### src/gmk_pkg.sv
// gmk_pkg: shared types and constants for the gradient magnitude / orientation block
// depends on nothing
package gmk_pkg;

	localparam int CAND_DEPTH = 4096;
	localparam int CAND_AW    = $clog2(CAND_DEPTH);
	localparam int FILL_W     = CAND_AW + 1;
	localparam int MAG_W      = 16;
	localparam int FRAC_BITS  = 7;
	localparam int CORDIC_N   = 28;
	localparam int ANGLE_BITS = 16;
	localparam logic [7:0] MARK_VALUE = 8'd255;
	localparam logic [MAG_W-1:0] MIN_RESET = MAG_W'(255 << FRAC_BITS);

	typedef enum logic [1:0] {ST_RUN, ST_WAIT, ST_SCAN, ST_DONE} gmk_state_t;

	typedef struct packed {
		logic [MAG_W-1:0] magnitude;
		logic [15:0]      orientation;
		logic             interior;
		logic             cand;
		logic             frame_end;
	} gmk_res_t;

	function automatic logic signed [36:0] atan_val(input int i);
		unique case (i)
			0: atan_val = 37'sd536870912;
			1: atan_val = 37'sd316933406;
			2: atan_val = 37'sd167458907;
			3: atan_val = 37'sd85004756;
			4: atan_val = 37'sd42667331;
			5: atan_val = 37'sd21354465;
			6: atan_val = 37'sd10679838;
			7: atan_val = 37'sd5340245;
			8: atan_val = 37'sd2670163;
			9: atan_val = 37'sd1335087;
			10: atan_val = 37'sd667544;
			11: atan_val = 37'sd333772;
			12: atan_val = 37'sd166886;
			13: atan_val = 37'sd83443;
			14: atan_val = 37'sd41722;
			15: atan_val = 37'sd20861;
			16: atan_val = 37'sd10430;
			17: atan_val = 37'sd5215;
			18: atan_val = 37'sd2608;
			19: atan_val = 37'sd1304;
			20: atan_val = 37'sd652;
			21: atan_val = 37'sd326;
			22: atan_val = 37'sd163;
			23: atan_val = 37'sd81;
			24: atan_val = 37'sd41;
			25: atan_val = 37'sd20;
			26: atan_val = 37'sd10;
			default: atan_val = 37'sd5;
		endcase
	endfunction

endpackage

### src/gmk_grad.sv
// gmk_grad: iterative magnitude (bit-serial square root) and angle (vectoring cordic)
// depends on gmk_pkg
module gmk_grad import gmk_pkg::*; (
	input  logic             clk,
	input  logic             arst_n,
	input  logic             start,
	input  logic signed [8:0] dx,
	input  logic signed [8:0] dy,
	input  logic             interior,
	input  logic             cand,
	input  logic             frame_end,
	output logic             busy,
	output logic             done,
	output gmk_res_t         res
);
	localparam int SQ_W = 17 + 2*FRAC_BITS;
	localparam int R_W  = SQ_W;
	localparam int XW   = 37;

	logic signed [XW-1:0] x_q, y_q, z_q;
	logic [SQ_W-1:0] v_q, b_q;
	logic [R_W-1:0]  r_q;
	logic [4:0]      it_q;
	logic            run_q, zero_q, int_q, cand_q, fe_q;
	logic [SQ_W-1:0] sq_in;
	logic signed [XW-1:0] ys, xs, zr;
	logic [SQ_W-1:0] rb;
	logic [R_W-1:0]  rr;
	logic signed [XW-1:0] x0, y0;

	assign sq_in = SQ_W'(($signed(dx) * $signed(dx)) + ($signed(dy) * $signed(dy))) << (2*FRAC_BITS);
	assign ys = y_q >>> it_q;
	assign xs = x_q >>> it_q;
	assign rb = SQ_W'(r_q) + b_q;
	assign x0 = XW'(dx) <<< 20;
	assign y0 = XW'(dy) <<< 20;
	assign busy = run_q;

	always_ff @(posedge clk or negedge arst_n) begin
		if (!arst_n) begin
			run_q <= 1'b0;
			done  <= 1'b0;
		end else begin
			done <= !start && run_q && (it_q == 5'(CORDIC_N - 1));
			if (start) begin
				run_q <= 1'b1;
			end else if (run_q && it_q == 5'(CORDIC_N - 1)) begin
				run_q <= 1'b0;
			end
		end
	end

	always_ff @(posedge clk) begin
		if (start) begin
			it_q   <= '0;
			zero_q <= (dx == 0) && (dy == 0);
			int_q  <= interior;
			cand_q <= cand;
			fe_q   <= frame_end;
			v_q    <= sq_in;
			b_q    <= SQ_W'(1) << (SQ_W - 1 - ((SQ_W - 1) % 2));
			r_q    <= '0;
			if (dx < 0) begin
				x_q <= -x0;
				y_q <= -y0;
				z_q <= (dy >= 0) ? 37'sh0_8000_0000 : -37'sh0_8000_0000;
			end else begin
				x_q <= x0;
				y_q <= y0;
				z_q <= '0;
			end
		end else if (run_q) begin
			it_q <= it_q + 5'd1;
			if (y_q > 0) begin
				x_q <= x_q + ys;
				y_q <= y_q - xs;
				z_q <= z_q + atan_val(int'(it_q));
			end else begin
				x_q <= x_q - ys;
				y_q <= y_q + xs;
				z_q <= z_q - atan_val(int'(it_q));
			end
			if (b_q != 0) begin
				if (v_q >= rb) begin
					v_q <= v_q - rb;
					r_q <= R_W'((SQ_W'(r_q) >> 1) + b_q);
				end else begin
					r_q <= r_q >> 1;
				end
				b_q <= b_q >> 2;
			end
		end
	end

	assign zr = (z_q + (XW'(1) <<< (31 - ANGLE_BITS))) >>> (32 - ANGLE_BITS);
	assign rr = (v_q > SQ_W'(r_q)) ? r_q + R_W'(1) : r_q;

	always_comb begin
		res.magnitude   = int_q ? ((rr > R_W'(16'hFFFF)) ? 16'hFFFF : rr[15:0]) : '0;
		res.orientation = (int_q && !zero_q) ? zr[15:0] : '0;
		res.interior    = int_q;
		res.cand        = cand_q;
		res.frame_end   = fe_q;
	end
endmodule

### config.mk
export PLATFORM = sky130hd
export DESIGN_NAME = gmk_grad
export DESIGN_NICKNAME = d
export VERILOG_FILES = /design/src/gmk_pkg.sv /design/src/gmk_grad.sv
export SDC_FILE = /design/constraint.sdc
export NUM_CORES = 2
export LEC_CHECK = 0
export BUFFER_PORTS_ARGS = -buffer_cell sky130_fd_sc_hd__buf_2
export CAP_MARGIN = 0
export CORE_MARGIN = 3
export CORE_UTILIZATION = 60
export DETAILED_ROUTE_END_ITERATION = 10
export HOLD_SLACK_MARGIN = 0.15
export MAX_ROUTING_LAYER = met4
export PLACE_DENSITY = 0.77
export SYNTH_ARGS = -nofsm -noshare
export SYNTH_HDL_FRONTEND = slang
export SYNTH_SLANG_ARGS = --single-unit
### constraint.sdc
create_clock -name clk -period 16.5 [get_ports clk]
set_clock_uncertainty 0.1 [all_clocks]
set_input_delay 3.3 -clock clk [delete_from_list [all_inputs] [get_ports clk]]
set_output_delay 3.3 -clock clk [all_outputs]
set_load 0.05 [all_outputs]
==> flow_summary.toml <==
[timing]
slew_viol_final = 0
min_period_over_period_pct = 57.0
rsz0062_at_grt = "no"
finalWorstSetupSlack_ns = 7.09
period_minus_slack_ns = 9.41
slew_headroom_pct = 25.4
tns_ns = 0
fmax_mhz = 106
worstMarginPinSlew_ns = 1.09
finalSetupViolations = 0
final_hold_viol_count = 0

[synthesis]
yosysWarnings = 0
yosysTopAreaCell = "edfxtp_1"
netlist_area_um2 = 32500
synth_cells = 3806
synth_fp_nets = 4252
synth_top_cell_area_share_pct = 11.7
seq_area_frac_synth_pct = 17.8
yosys.cell_types.count = 104
synth-edff-count = 127
ys_seq_elements = 225
synth_area_leaders = "edfxtp_1 (12%), ha_1 (11%), fa_1 (8.4%), dfxtp_1 (5.9%), xnor2_1 (5.2%)"
ys_async_sr_fraction_pct = 0.889
avgSynthCellArea_um2 = 8.53
synthFlopType = "edfxtp_1"

[drt]
detail_route.wl_per_cell_um = 21.0
drc = 0
wirelength_um = 93100
ant_nets = 0
vias_per_cell = 6.52
top_layer = "met4"
wl_met3_um = 7340
route.met2.wl_um = 41400
drt_first_pass_iters = 7
m1WireLength_um = 40100
drtIter0Drc = 2795
vias = 28900

[global_route]
grt_max_degree = 95
grt_pass1_wl_um = 147000
track_usage_pct = 32.9
grt-ovfl-total = 0
antenna_found_initial = 0
grt_pass1_vias = 26900

[clocking]
cts_num_sinks = 225
clkLatencyLatePin_ns = 0.58
path_clk_slew_ns = 0.06
cts_made_buffers = 29
postCtsResizedCells = 0
clockBufferDepth = 3
cts_root_buf = "clkbuf_16"
cts_max_level = 1
cts_tree = "done"
cts_hold_buf = 0
postCtsSetupBuffers = 0

[die]
die_h_um = 239
io_pins = 61
start_util_pct = 61.2
core_um2 = 53100
die-area_um2 = 57000
die_w_um = 239
row_count = 84

[critical_path]
path_max_fanout = 12
start_kind = "primary input"
crit_required_ns = 16.73
worstSetupPathType = "primary input to register"
endpoint_kind = "register"
worstPathArrival_ns = 9.64

[cells_and_area]
layout_common_cells = "nand2_1 (340), nor2_1 (334), ha_1 (286), inv_1 (265), a21oi_1 (244)"
final_cells = 4434
area_delta_synth_final_pct = 4.18
layout_commonest_cell = "nand2_1"
final_layout_size_suffix_gt1_share_pct = 9.03
fin_util_pct = 63.7
nNetsFinal = 4168

[placed_design]
port_buffers = 60
dp_slack_ns = 6.49
place.gp.congestion = 1.03
dp.cells = 4379
hpwl_um = 71600

[status]
status = "completed"

[run]
maxCapViolCount = 0

[min_path]
min_path_type = "register to register"
## worst paths after layout
check / start / to / slack, ns / depth (start not counted)
setup / recovery: dy[8] / v_q[30] / 7.09 / 22
hold / removal: v_q[7] / v_q[7] / 0.38 / 2
setup reg to reg: it_q[3] / x_q[36] / 8.48 / 21
hold reg to reg: v_q[7] / v_q[7] / 0.38 / 2
max in group asynchronous: arst_n / busy / 13.80 / 1
min in group asynchronous: arst_n / busy / 2.41 / 1
## stage by stage
step | hold WS (ns) | instance area [µm²]
2_1_floorplan | 0.353 | 32500
3_3_place_gp | 0.367 | 32800
6_report | 0.382 | 33800
3_5_place_dp | 0.372 | 32800
4_1_cts | 0.382 | 33800
5_1_grt | 0.406 | 33800
## layout make-up
class / instances / area, µm²
diodes: 1 / 2.50
clock buffers: 35 / 769
clock inverters: 19 / 265
fillers: 4534 / 19200
inverters: 270 / 1020
multi-input cells: 3105 / 24600
flip-flops and latches: 225 / 5800
well taps: 688 / 861
repair buffers: 91 / 539
## synthesized netlist by cell type, drive strengths merged (19+ instances only)
cell type / instances
nand2: 341
nor2: 338
ha: 286
inv: 267
a21oi: 244
xnor2: 192
o21ai: 188
xor2: 138
fa: 136
clkbuf: 130
edfxtp: 127
a21o: 101
dfxtp: 96
mux2i: 90
mux4: 83
nand3: 82
buf: 76
nor3: 74
a211oi: 51
a31oi: 46
mux2: 44
and2: 41
nor2b: 36
nand4: 35
or3: 35
and3: 32
nor4: 32
nand2b: 31
o31ai: 31
o21bai: 30
o22ai: 29
o21a: 28
or2: 28
a21boi: 25
a22o: 20
o211ai: 20
a221oi: 19
## kinds of logic after synthesis
| kind of cell | after synthesis | synth area share (%) |
|---|---|---|
| AND/OR/NAND/NOR | 1152 | 16.9 |
| flip-flops | 225 | 17.8 |
| adder cells (fa/ha/maj) | 422 | 19.4 |
| XOR/XNOR | 330 | 8.90 |
| AO/OA/AOI/OAI | 984 | 20.3 |
| multiplexers | 217 | 10.2 |
| buffers and inverters | 476 | 6.55 |
## worst max-delay path, cell delays in order
cell,delay [ns]
buf_2,0.18
inv_1,0.30
nor2_1,0.13
fa_1,0.55
inv_1,0.06
fa_1,0.53
inv_1,0.06
fa_1,0.52
fa_1,0.54
fa_1,0.52
fa_1,0.61
fa_1,0.43
ha_1,0.34
inv_1,0.06
o21bai_1,0.07
a21oi_1,0.24
nor2b_1,0.08
o21a_1,0.19
o31a_1,0.26
o41ai_1,0.31
xnor2_1,0.12
a22o_1,0.23
## layer usage
metal / vias up / global-route usage [%]
met2: 1230 / 49.9
met3: 231 / 5.45
met5: - / -
met4: 0 / 12.5
met1: 13800 / 44.3
li1: 13700 / -
Power is left out: the tool's default activity adds up to more than one toggle a clock period on the data nets, which glitch-free logic cannot reach.
